### config.mk
export PLATFORM = sky130hd
export DESIGN_NAME = tapb_front
export DESIGN_NICKNAME = d
export VERILOG_FILES = /design/src/rtl/tapb_pkg.sv /design/src/rtl/tapb_front.sv
export SDC_FILE = /design/constraint.sdc
export NUM_CORES = 1
export LEC_CHECK = 0
export BUFFER_PORTS_ARGS = -buffer_cell sky130_fd_sc_hd__buf_2
export CAP_MARGIN = 20
export CORE_ASPECT_RATIO = 2
export CORE_MARGIN = 3
export CORE_UTILIZATION = 60
export DETAILED_ROUTE_END_ITERATION = 7
export PLACE_DENSITY = 0.84
export SYNTH_ARGS = -nofsm -noshare
export SYNTH_HDL_FRONTEND = slang
export SYNTH_SLANG_ARGS = --single-unit
### constraint.sdc
create_clock -name i_clk -period 13.4 [get_ports i_clk]
set_input_delay 2.68 -clock i_clk [delete_from_list [all_inputs] [get_ports i_clk]]
set_output_delay 2.68 -clock i_clk [all_outputs]
set_load 0.02 [all_outputs]
### src/rtl/tapb_pkg.sv
// ----------------------------------------------------------------------------
// tapb_pkg
// shared types and constants for the tile atlas palette builder
// ----------------------------------------------------------------------------
package tapb_pkg;

    localparam int MaxTiles       = 2048;
    localparam int PaletteEntries = 256;
    localparam int MaxTileSide    = 64;
    localparam int AcrossMax      = 2048;

    localparam int PalAw = (PaletteEntries > 1) ? $clog2(PaletteEntries) : 1;
    localparam int CntW  = PalAw + 1;
    localparam int SideW = $clog2(MaxTileSide);
    localparam int TdW   = 12;

    localparam logic [2:0] RegTransEnable = 3'd0;
    localparam logic [2:0] RegTransColor  = 3'd1;
    localparam logic [2:0] RegTilesAcross = 3'd2;
    localparam logic [2:0] RegTileWidth   = 3'd3;
    localparam logic [2:0] RegTileHeight  = 3'd4;

    // front to back queue entry
    typedef struct packed {
        logic [23:0] color;
        logic [24:0] byte_addr;
        logic [22:0] idx_addr;
        logic [7:0]  alpha;
        logic        tile_end;
        logic        limit;
        logic        ignored;
    } t_job;

    typedef struct packed {
        logic [24:0] pixel_byte_address;
        logic [7:0]  alpha;
        logic [22:0] index_address;
        logic [7:0]  palette_index;
        logic        index_valid;
        logic        palette_dropped;
        logic        new_color;
        logic        tile_end;
        logic        tile_limit_error;
    } t_result;

endpackage

### src/rtl/tapb_front.sv
// ----------------------------------------------------------------------------
// tapb_front
// accepts pixels, tracks tile position and works out addresses in the states
// S_M1 to S_M4; hands a job to the queue
// ----------------------------------------------------------------------------
module tapb_front (
    input  logic               i_clk,
    input  logic               i_rst_n,
    input  logic               i_valid,
    output logic               o_ready,
    input  logic [23:0]        i_color,
    input  logic               i_trans_enable,
    input  logic [23:0]        i_trans_color,
    input  logic [11:0]        i_tiles_across,
    input  logic [6:0]         i_tile_width,
    input  logic [6:0]         i_tile_height,
    output logic               o_job_valid,
    input  logic               i_job_ready,
    output tapb_pkg::t_job     o_job
);
    typedef enum logic [2:0] {S_IDLE, S_M1, S_M2, S_M3, S_M4, S_OUT} t_state;

    t_state r_state;
    logic [5:0]  r_col, r_row;
    logic [10:0] r_bx, r_by;
    logic [11:0] r_done;
    logic        r_limit;
    logic [6:0]  r_tw, r_th;
    logic [11:0] r_across;
    logic [5:0]  r_x, r_y;
    logic [10:0] r_cbx, r_cby;
    logic [23:0] r_rowv;
    logic [24:0] r_rowa;
    logic [24:0] r_idx;
    tapb_pkg::t_job r_job;

    logic [6:0]  w_tw, w_th;
    logic [11:0] w_across;
    logic        w_col_end, w_row_end, w_col_wrap;
    logic [11:0] w_bx_inc;
    logic [11:0] w_done_inc;
    logic [24:0] w_idxf;
    logic [26:0] w_bytef;

    always_comb begin
        w_tw = (i_tile_width == 7'd0) ? 7'd1 :
               (i_tile_width > 7'(tapb_pkg::MaxTileSide)) ?
               7'(tapb_pkg::MaxTileSide) : i_tile_width;
        w_th = (i_tile_height == 7'd0) ? 7'd1 :
               (i_tile_height > 7'(tapb_pkg::MaxTileSide)) ?
               7'(tapb_pkg::MaxTileSide) : i_tile_height;
        w_across = (i_tiles_across == 12'd0) ? 12'd1 :
                   (i_tiles_across > 12'(tapb_pkg::AcrossMax)) ?
                   12'(tapb_pkg::AcrossMax) : i_tiles_across;
        w_col_end  = ({1'b0, r_col} + 7'd1) >= w_tw;
        w_row_end  = ({1'b0, r_row} + 7'd1) >= w_th;
        w_bx_inc   = {1'b0, r_bx} + 12'd1;
        w_col_wrap = w_bx_inc >= w_across;
        w_done_inc = r_done + 12'd1;
        w_idxf     = r_rowa * 25'(r_tw) + 25'(r_x);
        w_bytef    = 27'(r_idx) * 27'd3;
    end

    assign o_ready     = (r_state == S_IDLE);
    assign o_job_valid = (r_state == S_OUT);
    assign o_job       = r_job;

    always_ff @(posedge i_clk) begin
        if (!i_rst_n) begin
            r_state <= S_IDLE;
            r_col   <= '0;
            r_row   <= '0;
            r_bx    <= '0;
            r_by    <= '0;
            r_done  <= '0;
            r_limit <= 1'b0;
        end else begin
            unique case (r_state)
                S_IDLE: begin
                    if (i_valid) begin
                        r_tw     <= w_tw;
                        r_th     <= w_th;
                        r_across <= w_across;
                        r_x      <= r_col;
                        r_y      <= r_row;
                        r_cbx    <= r_bx;
                        r_cby    <= r_by;
                        r_job.ignored <= r_limit;
                        r_job.tile_end <= !r_limit && w_col_end && w_row_end;
                        r_job.limit <= r_limit || (w_col_end && w_row_end &&
                                       w_done_inc >= 12'(tapb_pkg::MaxTiles));
                        r_job.color <= i_color;
                        r_job.alpha <= (i_trans_enable && i_color == i_trans_color)
                                       ? 8'd0 : 8'd255;
                        r_job.byte_addr <= '0;
                        r_job.idx_addr  <= '0;
                        if (r_limit) begin
                            r_state <= S_OUT;
                        end else begin
                            r_state <= S_M1;
                            if (w_col_end) begin
                                r_col <= '0;
                                if (w_row_end) begin
                                    r_row <= '0;
                                    if (w_col_wrap) begin
                                        r_bx <= '0;
                                        r_by <= r_by + 11'd1;
                                    end else begin
                                        r_bx <= w_bx_inc[10:0];
                                    end
                                    r_done <= w_done_inc;
                                    if (w_done_inc >= 12'(tapb_pkg::MaxTiles)) begin
                                        r_limit <= 1'b1;
                                    end
                                end else begin
                                    r_row <= r_row + 6'd1;
                                end
                            end else begin
                                r_col <= r_col + 6'd1;
                            end
                        end
                    end
                end
                S_M1: begin
                    r_rowv  <= 24'(r_cby) * 24'(r_th) + 24'(r_y);
                    r_state <= S_M2;
                end
                S_M2: begin
                    r_rowa  <= 25'(r_rowv) * 25'(r_across) + 25'(r_cbx);
                    r_state <= S_M3;
                end
                S_M3: begin
                    r_idx   <= w_idxf;
                    r_job.idx_addr <= w_idxf[22:0];
                    r_state <= S_M4;
                end
                S_M4: begin
                    r_job.byte_addr <= i_trans_enable ? {r_idx[22:0], 2'b00}
                                                      : w_bytef[24:0];
                    r_state <= S_OUT;
                end
                S_OUT: begin
                    if (i_job_ready) begin
                        r_state <= S_IDLE;
                    end
                end
                default: r_state <= S_IDLE;
            endcase
        end
    end
endmodule

==> metrics <==
H-tree Lvls=1; Worst Setup Path Type=reg2reg; R2R Setup Slk=7.40 ns; DR vias=18882; number of nets in the layout=3357; Inserted Clock Buffers=25; synth unique cells=70; routed vias/inst=5.717; Place WS=7.499 ns; max-slew violation count=0; routability cong.=0.9302; met3 usage in global routing=2.658%; CP max-delay cell=edfxtp_1; f_max=166.6 MHz; clk_skew=0.02411 ns; met2 usage=52.50%; # rows=106; Worst R2R End=o_job[33]; CP endpoint kind=register; initial DRC count=914; CP Max Fanout=24; area growth from synthesis to layout=7.882%; reg2reg path depth=15; Syn Area/Cell=9.802 um2; Hold WC Path Type=reg2reg; Post-synth EDFFs=205; most common cell after layout, fill and taps aside=inv_1; vias in the first global route=21158; Cell Chain, Critical Path=nand2_1 > fa_1 > inv_1 > fa_1 > inv_1 > fa_1 > fa_1 > inv_1 > ha_1 > or4_1 > o21a_1 > a2111oi_0 > o21bai_1 > xor2_1 > and4_1; final hold violations=0; startpoint types=register; initial antenna violation count=0; setup bufs post-CTS=0; ant diodes=0; relative slew slack=39.64%; Synth Instances=2635; die area=0.04572 mm2; commonest cells after routing, fill and taps aside=inv_1 (467), nand2_1 (320), fa_1 (320); core area=0.04218 mm2; CTS Sinks=255; routing usage on met1=23.69%; CTS Root Cell=clkbuf_16; final setup fails=0; clock slew seen by the registers of the worst setup and hold paths=0.06 ns; post-CTS sizing=0; post-route insts no fill=3303; Synth area leaders=fa_1 (25%), edfxtp_1 (24%), ha_1 (10%); Hold Startpoint=r_by[10]; Worst Setup EP=o_job[33]; I/O Buffers=163; Levels on crit path=15; mapped cell area=0.02583 mm2; flops & latches, synth=255; post-route clock period utilization=44.80%; Detailed Place HPWL=48360 um; ys async rst share=0%; # fillers=3206; Clock Latency Late Sink=0.57 ns; Worst EP arrival=6.31 ns; Syn Nets=3248; global-route wire length before repair=98100 um; setup_tns=0 ns; placed cell area=0.02704 mm2; Worst Path Buf+Inv=3; TritonRoute pass-1 iters=5; Initial Util=61.24%; RSZ-0062 raised after global routing=false; most frequent CP cell=fa_1; r2r startpoint=r_tw[1]; Worst Tran Pin Value=0.9053 ns; Residual DRC=0; Final min period=6.003 ns; # IOs=164; status=complete, no violations; Bufs on Longest Clock Path=3; share of layout cells above drive strength 1=8.360%; largest area contributor in the netlist=fa_1; max-cap violations=0; top cell family by delay on the critical path=adder cells; most used routing layer=met2; post-synth top area share=24.80%; sequential-to-total area share from yosys stat=27.71%; slowest stage delay, CP=0.90 ns; Die Height=299.4 um; Final Instance Area=0.02786 mm2; WL/cell=17.95 um; grt total ovfl=0; largest net degree at the start of global routing=89; main flop type after synthesis=edfxtp_1; Ys Warns=0; DP Cell Count=3256; worst setup margin=7.397 ns; # hold bufs at CTS=0; Worst EP required=13.71 ns; CTS tree=built; WL final=59290 um; Routed Antenna Nets=0; GRT Util Overall=26.00%; Die X=152.7 um; launch point of the worst path=r_tw[1]
## logic make-up after synthesis
kind of cell	count (synthesis)	synth area share, %
xor+xnor	153	5.188
compound gates	273	6.831
buf+inv	559	8.236
mux	8	0.3101
simple gates	853	16.55
flops	255	27.71
fa+ha+maj	534	35.17
## registers in the layout, summed over array words and instances, names as in the netlist, 3 cells and up
name / count
r_rowv: 19
o_job: 76
r_by: 11
r_tw: 7
r_y: 6
r_row: 6
r_th: 7
r_done: 12
r_state: 3
r_idx: 25
r_cby: 11
r_col: 6
r_cbx: 11
r_rowa: 25
r_across: 12
r_x: 6
r_bx: 11
## layout make-up
| cell class | instances | area [um2] | area share, % |
|---|---|---|---|
| Clock inverter | 13 | 143.9 | 0.5164 |
| Sequential cell | 255 | 7157 | 25.69 |
| Timing Repair Buffer | 173 | 910.9 | 3.269 |
| Tap cell | 540 | 675.6 | 2.425 |
| Clock buffer | 33 | 655.6 | 2.353 |
| Multi-Input combinational cell | 1821 | 16560 | 59.45 |
| Inverter | 468 | 1757 | 6.305 |
## worst register-to-register path, stage by stage, from the launching register on
cell	delay, ns
edfxtp_1	0.90
nand2_1	0.19
fa_1	0.58
inv_1	0.06
fa_1	0.53
inv_1	0.05
fa_1	0.47
fa_1	0.56
inv_1	0.04
ha_1	0.22
or4_1	0.55
o21a_1	0.26
a2111oi_0	0.76
o21bai_1	0.20
xor2_1	0.19
and4_1	0.20
## worst min path at each step
stage	cells past startpoint	endpoint
after detailed placement	0	r_cby[10]
after floorplan	0	r_cby[10]
after global routing	0	r_cby[10]
after CTS	0	r_cby[10]
final	0	r_cby[10]
after global placement	0	r_cby[10]
## metal layers
layer / share of wire, % / routed length, um
met5: 0 / 0
met2: 57 / 34020
met1: 31 / 18480
met4: 7.4 / 4359
met3: 4.1 / 2432
## metrics by stage
step                utilization (%)  hold WS (ns)
floorplan                         -        0.4218
global placement              64.10        0.4325
detailed placement            64.10        0.4491
CTS                           66.00        0.4681
global route                  66.06        0.4844
finish                        66.06        0.4638
## synth_stat cells (all sizes together), types with 6 or more instances
master    n
clkbuf   81
a21o     27
buf      10
o31ai     6
dfxtp    50
nand3    31
nor2    110
nor3     28
nand2b   16
nand2   320
ha      214
a211oi   12
o21bai    9
o21ai    59
a31oi    12
xnor2    98
and2    234
a21oi    93
xor2     55
and3     25
mux2i     8
nand4    21
edfxtp  205
o211ai   10
nor2b    19
or3       6
inv     467
and4     16
nor4      8
fa      320
nand3b    6
o21a     15
Power is not shown: default switching activity piles up to over one toggle a cycle in this logic, so the estimate is an artifact.
