[src/rtl/tapb_pkg.sv]
// ----------------------------------------------------------------------------
// tapb_pkg
// shared types and constants for the tile atlas palette builder
// ----------------------------------------------------------------------------
package tapb_pkg;

    localparam int MaxTiles       = 2048;
    localparam int PaletteEntries = 256;
    localparam int MaxTileSide    = 64;
    localparam int AcrossMax      = 2048;

    localparam int PalAw = (PaletteEntries > 1) ? $clog2(PaletteEntries) : 1;
    localparam int CntW  = PalAw + 1;
    localparam int SideW = $clog2(MaxTileSide);
    localparam int TdW   = 12;

    localparam logic [2:0] RegTransEnable = 3'd0;
    localparam logic [2:0] RegTransColor  = 3'd1;
    localparam logic [2:0] RegTilesAcross = 3'd2;
    localparam logic [2:0] RegTileWidth   = 3'd3;
    localparam logic [2:0] RegTileHeight  = 3'd4;

    // front to back queue entry
    typedef struct packed {
        logic [23:0] color;
        logic [24:0] byte_addr;
        logic [22:0] idx_addr;
        logic [7:0]  alpha;
        logic        tile_end;
        logic        limit;
        logic        ignored;
    } t_job;

    typedef struct packed {
        logic [24:0] pixel_byte_address;
        logic [7:0]  alpha;
        logic [22:0] index_address;
        logic [7:0]  palette_index;
        logic        index_valid;
        logic        palette_dropped;
        logic        new_color;
        logic        tile_end;
        logic        tile_limit_error;
    } t_result;

endpackage

[src/rtl/tapb_queue.sv]
// ----------------------------------------------------------------------------
// tapb_queue
// two-entry queue between front and back
// ----------------------------------------------------------------------------
module tapb_queue (
    input  logic           i_clk,
    input  logic           i_rst_n,
    input  logic           i_valid,
    output logic           o_ready,
    input  tapb_pkg::t_job i_data,
    output logic           o_valid,
    input  logic           i_ready,
    output tapb_pkg::t_job o_data
);
    tapb_pkg::t_job r_mem [2];
    logic       r_wp, r_rp;
    logic [1:0] r_cnt;
    logic       w_push, w_pop;

    assign o_ready = (r_cnt != 2'd2);
    assign o_valid = (r_cnt != 2'd0);
    assign o_data  = r_mem[r_rp];
    assign w_push  = i_valid && o_ready;
    assign w_pop   = o_valid && i_ready;

    always_ff @(posedge i_clk) begin
        if (w_push) begin
            r_mem[r_wp] <= i_data;
        end
        if (!i_rst_n) begin
            r_wp  <= 1'b0;
            r_rp  <= 1'b0;
            r_cnt <= '0;
        end else begin
            if (w_push) r_wp <= ~r_wp;
            if (w_pop)  r_rp <= ~r_rp;
            r_cnt <= r_cnt + {1'b0, w_push} - {1'b0, w_pop};
        end
    end
endmodule

[config.mk]
export PLATFORM = sky130hd
export DESIGN_NAME = tapb_queue
export DESIGN_NICKNAME = d
export VERILOG_FILES = /design/src/rtl/tapb_pkg.sv /design/src/rtl/tapb_queue.sv
export SDC_FILE = /design/constraint.sdc
export NUM_CORES = 1
export LEC_CHECK = 0
export ABC_CLOCK_PERIOD_IN_PS = 13200
export BUFFER_PORTS_ARGS = -buffer_cell sky130_fd_sc_hd__buf_2
export CAP_MARGIN = 20
export CORE_MARGIN = 2
export CORE_UTILIZATION = 56
export CTS_CLUSTER_SIZE = 40
export DETAILED_ROUTE_END_ITERATION = 8
export PLACE_DENSITY = 0.84
export SETUP_SLACK_MARGIN = 0.02
export SKIP_LAST_GASP = 1
export SYNTH_ARGS = -nofsm -noshare
export SYNTH_HDL_FRONTEND = slang
export SYNTH_SLANG_ARGS = --single-unit
[constraint.sdc]
create_clock -name i_clk -period 13.2 [get_ports i_clk]
set_input_delay 1.32 -clock i_clk [delete_from_list [all_inputs] [get_ports i_clk]]
set_output_delay 1.32 -clock i_clk [all_outputs]
set_load 0.02 [all_outputs]
==> results of run 1 <==
==> sequential cells by signal (all words and copies together) (netlist names), named ones only <==
name   count
r_wp       1
r_mem    166
r_cnt      2
r_rp       1
==> layer usage <==
layer	track usage	part of all wire	vias to the layer above
met5	0	0	-
met1	0.217	0.39	1564
met2	0.303	0.53	132
met4	0.0756	0.0091	0
li1	-	-	1484
met3	0.0578	0.074	10
==> logic make-up (layout without fill, tap and decap cells) <==
logic type,count (synthesis),in the layout,share of synthesized area
compound gates,1,1,0.00114
xor+xnor,3,3,0.00400
fa+ha+maj,2,2,0.00381
buf+inv,10,207,0.0244
flops,171,171,0.774
mux,84,84,0.184
simple gates,11,11,0.00933
==> final cells by class <==
type                    count  area share
clock buffers              18      0.0533
clock inverters            14      0.0152
inverters                   1    0.000466
multi-input cells         101       0.166
flip-flops and latches    171       0.632
well taps                 143      0.0222
repair buffers            174       0.111
==> worst max path at each step <==
| stage | to | slack (ns) |
|---|---|---|
| 2_1_floorplan | r_mem[0][0]$_DFFE_PP_ | 7.79 |
| 3_3_place_gp | o_data[82] | 9.74 |
| 3_5_place_dp | r_mem[0][30]$_DFFE_PP_ | 9.71 |
| 4_1_cts | o_data[3] | 9.27 |
| 5_1_grt | o_data[82] | 9.17 |
| 6_report | o_data[82] | 9.34 |
==> cells in the final DEF (no fill, tap or decap), types with 2 or more instances in the layout <==
master,synthesis,routed
and2_1,2,2
buf_2,1,171
buf_4,0,2
clkbuf_16,0,17
clkinv_1,0,2
clkinv_2,0,2
clkinv_4,0,4
clkinvlp_4,0,3
dfxtp_1,5,4
edfxtp_1,166,166
ha_1,2,2
inv_6,0,2
mux2_2,13,13
mux2_4,70,70
nand2_1,2,2
nand2b_1,2,2
nor2b_1,2,2
xnor2_1,3,3
==> where the power goes <==
| part | switching (mW) | leakage [nW] | internal [mW] |
|---|---|---|---|
| Sequential | 0.0381 | 1.59 | 0.683 |
| Combinational | 0.233 | 1.30 | 0.197 |
| Clock | 0.196 | 0.262 | 0.260 |
==> through the flow <==
step / total power [mW] / worst slack, ns / std cells / hold slack (ns)
after floorplan: 1.07 / 7.79 / 282 / 0.455
after global placement: 1.15 / 9.74 / 589 / 0.509
after detailed placement: 1.17 / 9.71 / 589 / 0.522
after CTS: 1.62 / 9.27 / 621 / 0.534
after global routing: 1.68 / 9.17 / 622 / 0.571
final: 1.61 / 9.34 / 622 / 0.541
==> cells in the mapped netlist, types with 2 or more instances <==
library cell,number,area share
ha_1,2,0.0038
mux2_2,13,0.022
buf_12,7,0.021
nor2b_1,2,0.0019
dfxtp_1,5,0.015
edfxtp_1,166,0.76
nand2_1,2,0.0011
mux2_4,70,0.16
and2_1,2,0.0019
nand2b_1,2,0.0019
xnor2_1,3,0.0040
==> worst reg2reg max path: stages (launching register included) <==
cell      delay, ns
dfxtp_1        0.36
nand2b_1       0.17
nand2_1        0.15
nor2_4         0.80
buf_4          0.68
==> results.txt, run 1 <==
CTS tree = done
sequential element share of the synthesized area = 0.774
Ys Warns = 0
total negative slack = 0 ns
synthesis-to-finish area growth = 22.5%
Max Buffers Root-to-Sink = 2
Register Area = 0.00509 mm2
Global Route Usage Sum = 0.180
Port Buffers = 171
r2r startpoint = r_cnt[0]$_SDFF_PN0_
maximum clock rate = 259 MHz
H-tree levels = 4
area of the multi-input gates = 0.00134 mm2
largest net degree at the start of global routing = 84
flops & latches, synth = 171
antenna violations before repair = 0
Setup CP Type = reg2out
Yosys cell types = 19
relative slew slack = 0.315
path depth of the worst reg2reg path = 4
skew final = 0.00838 ns
Worst EP required = 11.88 ns
Worst R2R End = r_mem[0][11]$_DFFE_PP_
Tcrit/Tclk final = 0.293
I/O Pins = 172
Critical Path Stages = 3
Post-synth ARST share = 0
CP endpoint kind = primary output
Hold-fix buffers, CTS = 0
post-route ant nets = 0
clock sink count = 171
worst path buffer plus inverter count = 2
Placeable Area = 0.0114 mm2
Hold Path Origin = r_rp$_SDFFE_PN0P_
DIE AREA = 0.0126 mm2
maximum VDD drop = 0.117 mV
cell count after synthesis = 282
Period minus WS final = 3.86 ns
final hold vios = 0
top_reg_cell synth = edfxtp_1
Cell Area, Synth = 0.00657 mm2
Final Slew Violations = 0
clk root buf = clkbuf_16
vias in the first global route = 3278
RePlAce Congestion = 0.681
Clk Latency, worst-skew pair = 0.41 ns
dpl hpwl = 7340 um
layout cell share with drive strength beyond 1 = 0.605
crit path launch type = register
Post-DP Area = 0.00748 mm2
hold depth = 2
PostCTS Resize Cnt = 0
n_diodes = 0
Row Count = 39
Initial Util = 0.576
CTS clk-pin slew, worst paths = 0.06 ns
Syn Nets = 371
Worst EP arrival = 2.54 ns
setup bufs post-CTS = 0
fin nets = 555
slowest cell on the critical path = buf_4
setup violators final = 0
delay-heaviest family, CP = buffers and inverters
Die Width = 112 um
Least-Margin Pin Slew = 1.02 ns
run status = finished clean
RSZ-0062 raised after global routing = false
vias = 3190
gr ovfl total = 0
first-pass GRT wire length = 17000 um
Post-synth EDFFs = 166
fillers = 730
Critical Path, Cell by Cell = buf_4 > mux2_2 > buf_2
fin area = 0.00805 mm2
DR WL/cell = 17.9 um
Die Ht = 112 um
Post-Route Utilization = 0.705
total CTS buffers = 17
CP peak stage delay = 0.80 ns
Worst R2R Setup Slack = 10.63 ns
Worst Hold Class = reg2reg
syn_area_per_cell = 23.3 um2
Via-to-Cell Ratio = 5.13
Iter 0 DRT Violations = 138
Max Cap Viol = 0
DRT Pass-1 Iters = 4
leakage power = 3.16 nW
drt drc = 0
Power Density = 199 mW/mm2
final WL = 11200 um
CP Max Fanout = 49
Power figures use the tool's default switching activity.
==> inputs of run 2 (changes only) <==
--- a/config.mk
+++ b/config.mk
@@ -5,14 +5,15 @@
 export SDC_FILE = /design/constraint.sdc
 export NUM_CORES = 1
 export LEC_CHECK = 0
-export ABC_CLOCK_PERIOD_IN_PS = 13200
+export ABC_AREA = 1
+export ABC_CLOCK_PERIOD_IN_PS = 3200
 export BUFFER_PORTS_ARGS = -buffer_cell sky130_fd_sc_hd__buf_2
 export CAP_MARGIN = 20
 export CORE_MARGIN = 2
-export CORE_UTILIZATION = 56
+export CORE_UTILIZATION = 47
 export CTS_CLUSTER_SIZE = 40
 export DETAILED_ROUTE_END_ITERATION = 8
-export PLACE_DENSITY = 0.84
+export PLACE_DENSITY = 0.75
 export SETUP_SLACK_MARGIN = 0.02
 export SKIP_LAST_GASP = 1
 export SYNTH_ARGS = -nofsm -noshare
==> constraint.sdc (replaced) <==
create_clock -name i_clk -period 3.2 [get_ports i_clk]
set_input_delay 0.32 -clock i_clk [delete_from_list [all_inputs] [get_ports i_clk]]
set_output_delay 0.32 -clock i_clk [all_outputs]
set_load 0.02 [all_outputs]
==> run 2 against run 1 <==
- largest power group unchanged
- sequential power rose to 4.1 times the previous value
- largest cell class unchanged
- clock skew rose by 0.00086 ns
- clock power rose to 4.4 times the previous value
- register-to-register slack got worse by 9.2 ns
- sequential share of layout area fell by 0.96 points
- highest routed layer unchanged
- first-iteration DRC count rose by 20%
- synthesized cell count rose by 4.3%
- critical path depth did not move
==> results.txt, run 2 <==
run status = finished clean
total negative slack = 0 ns (unchanged)
top post-synthesis cells by area = edfxtp_1 76%, mux2_4 16%, mux2_2 2.2%
Initial Util = 0.478 (-0.0980)
relative slew slack = 0.632 (+0.317)
Via-to-Cell Ratio = 4.82 (-6.1%)
Tcrit/Tclk final = 0.746
total CTS buffers = 17 (unchanged)
CP Max Fanout = 32 (-35%)
flops & latches, synth = 171 (unchanged)
DIE AREA = 0.0150 mm2 (+19%)
Global Route Usage Sum = 0.150 (-0.0305)
Die Ht = 122 um (+8.9%)
Least-Margin Pin Slew = 0.552 ns (-0.473 ns)
metal3 WL = 853 um (+3.8%)
Max Buffers Root-to-Sink = 2 (unchanged)
layout cell share with drive strength beyond 1 = 0.586 (-0.0192)
antenna violations before repair = 1 (+1)
fin nets = 569 (+2.5%)
Max Cap Viol = 0 (unchanged)
H-tree levels = 4 (unchanged)
synthesis-to-finish area growth = 24.3%
largest registers = r_mem x166, r_cnt x2
Hold-fix buffers, CTS = 0 (unchanged)
top_reg_cell synth = edfxtp_1
cell count after synthesis = 294 (+4.3%)
cell with the most instances after synthesis = edfxtp_1
M1 WL = 4360 um (about the same)
CTS clk-pin slew, worst paths = 0.06 ns (about the same)
setup bufs post-CTS = 0 (unchanged)
Register Area = 0.00509 mm2 (unchanged)
CTS tree = done
DRT Pass-1 Iters = 4 (unchanged)
Port Buffers = 171 (unchanged)
I/O Pins = 172 (unchanged)
max reg flops = 166 (unchanged)
worst path buffer plus inverter count = 2 (unchanged)
Setup CP Type = reg2out
fillers = 1073 (+47%)
Period minus WS final = 2.39 ns
final hold vios = 0 (unchanged)
Power Density = 825 mW/mm2 (+310%)
syn_area_per_cell = 22.4 um2 (-4.0%)
setup violators final = 0 (unchanged)
Cell Count, Final, Fillers Out = 673 (+8.2%)
Cell Area, Synth = 0.00658 mm2 (about the same)
commonest non-fill, non-tap cell in the layout = buf_2
crit path launch type = register
CP endpoint kind = primary output
final WL = 11000 um (-1.6%)
dpl hpwl = 7270 um (-0.97%)
RSZ-0062 raised after global routing = false
skew final = 0.00925 ns (+0.000863 ns)
Clk Latency, worst-skew pair = 0.41 ns (about the same)
gr ovfl total = 0 (unchanged)
vias = 3241 (+1.6%)
Syn Nets = 383 (+3.2%)
Final Slew Violations = 0 (unchanged)
top cell type's share of synthesized area = 0.758 (about the same)
clk root buf = clkbuf_16
first-pass GRT wire length = 16500 um (-3.0%)
Iter 0 DRT Violations = 165 (+20%)
leakage power = 3.24 nW (+2.5%)
Hold Path Origin = i_data[3]
routed wl met2 = 5600 um (-4.7%)
Die Width = 122 um (+8.9%)
n_diodes = 0 (unchanged)
post-route ant nets = 0 (unchanged)
largest net degree at the start of global routing = 84 (unchanged)
final hold slack = 0.0923 ns (-0.449 ns)
clock sink count = 171 (unchanged)
placed cells = 640 (+8.7%)
maximum VDD drop = 0.516 mV (+340%)
most common library cells after synthesis = 166 x edfxtp_1, 70 x mux2_4, 13 x mux2_2
Post-synth EDFFs = 166 (unchanged)
Top Metal Used = met4
drt drc = 0 (unchanged)
delay-heaviest family, CP = flip-flops
Worst Hold Class = in2reg
Ys Warns = 0 (unchanged)
slowest cell on the critical path = dfxtp_4
vias in the first global route = 3314 (+1.1%)
DR WL/cell = 16.3 um (-9.1%)
area of the multi-input gates = 0.00132 mm2 (-1.6%)
Worst EP arrival = 2.07 ns (-0.47 ns)
CP peak stage delay = 0.71 ns (-0.09 ns)
Synth area leader = edfxtp_1
Yosys cell types = 13 (-6)
Worst EP required = 2.88 ns (-9.00 ns)
Placeable Area = 0.0138 mm2 (+21%)
sequential element share of the synthesized area = 0.773 (about the same)
Row Count = 43 (+10%)
Top reg by flops = r_mem
PostCTS Resize Cnt = 0 (unchanged)
commonest cells after routing, fill and taps aside = 171 x buf_2, 166 x edfxtp_1, 70 x mux2_4
RePlAce Congestion = 0.692 (+1.6%)
maximum clock rate = 419 MHz
Post-synth ARST share = 0 (unchanged)
r2r startpoint = r_cnt[0]$_SDFF_PN0_
Critical Path, Cell by Cell = buf_4 > mux2_4 > buf_2
-- run 2: cell type report --
| type | instances | share of cell area |
|---|---|---|
| clock buffers | 18 | 0.0525 |
| inverters | 7 | 0.00337 |
| multi-input cells | 107 | 0.161 |
| well taps | 180 | 0.0275 |
| repair buffers | 176 | 0.115 |
| flip-flops and latches | 171 | 0.622 |
| clock inverters | 14 | 0.0184 |
-- run 2: through the flow --
step           area [um2]  setup slack [ns]  total power, mW  utilization
4_1_cts              8150             0.732             6.82        0.592
6_report             8180             0.813             6.74        0.594
3_5_place_dp         7570              1.19             4.83        0.550
3_3_place_gp         7570              1.22             4.78        0.550
5_1_grt              8180             0.664             7.06        0.594
2_1_floorplan        6590             0.418             4.38            -
-- run 2: per-layer routing --
layer | vias up | track usage
met3 | 13 | 0.0530
met5 | - | 0
li1 | 1520 | -
met2 | 122 | 0.250
met4 | 0 | 0.0647
met1 | 1586 | 0.176
-- run 2: cells by family (layout without fill, tap and decap cells) --
kind of cell               count (synthesis)  in the layout  share of synthesized area
DFF                                      171            171                      0.773
AOI/OAI and AO/OA                          2              2                    0.00152
adders and majority gates                  2              2                    0.00380
and+or+nand+nor                           20             20                     0.0120
buffers and inverters                     16            215                     0.0278
muxes                                     83             83                      0.182
-- run 2: worst register-to-register path: cells and delay by family (launching register included) --
| family | cells | cell delay, ns |
|---|---|---|
| buffers and inverters | 4 | 0.76 |
| DFF | 1 | 0.36 |
| and+or+nand+nor | 2 | 0.24 |
-- run 2: path summary, 6_finish.rpt --
path         depth (start not counted)                endpoint  slack, ns
min reg2reg                          2                register       0.53
max                                  3              o_data[31]       0.81
max reg2reg                          6  r_mem[1][51]$_DFFE_PP_       1.43
min                                  1   r_mem[0][3]$_DFFE_PP_       0.09
-- run 2: power by group --
part	internal, mW	switching (mW)	total, mW
logic	0.797	0.976	1.77
clock network	1.21	0.774	1.99
registers	2.84	0.145	2.98
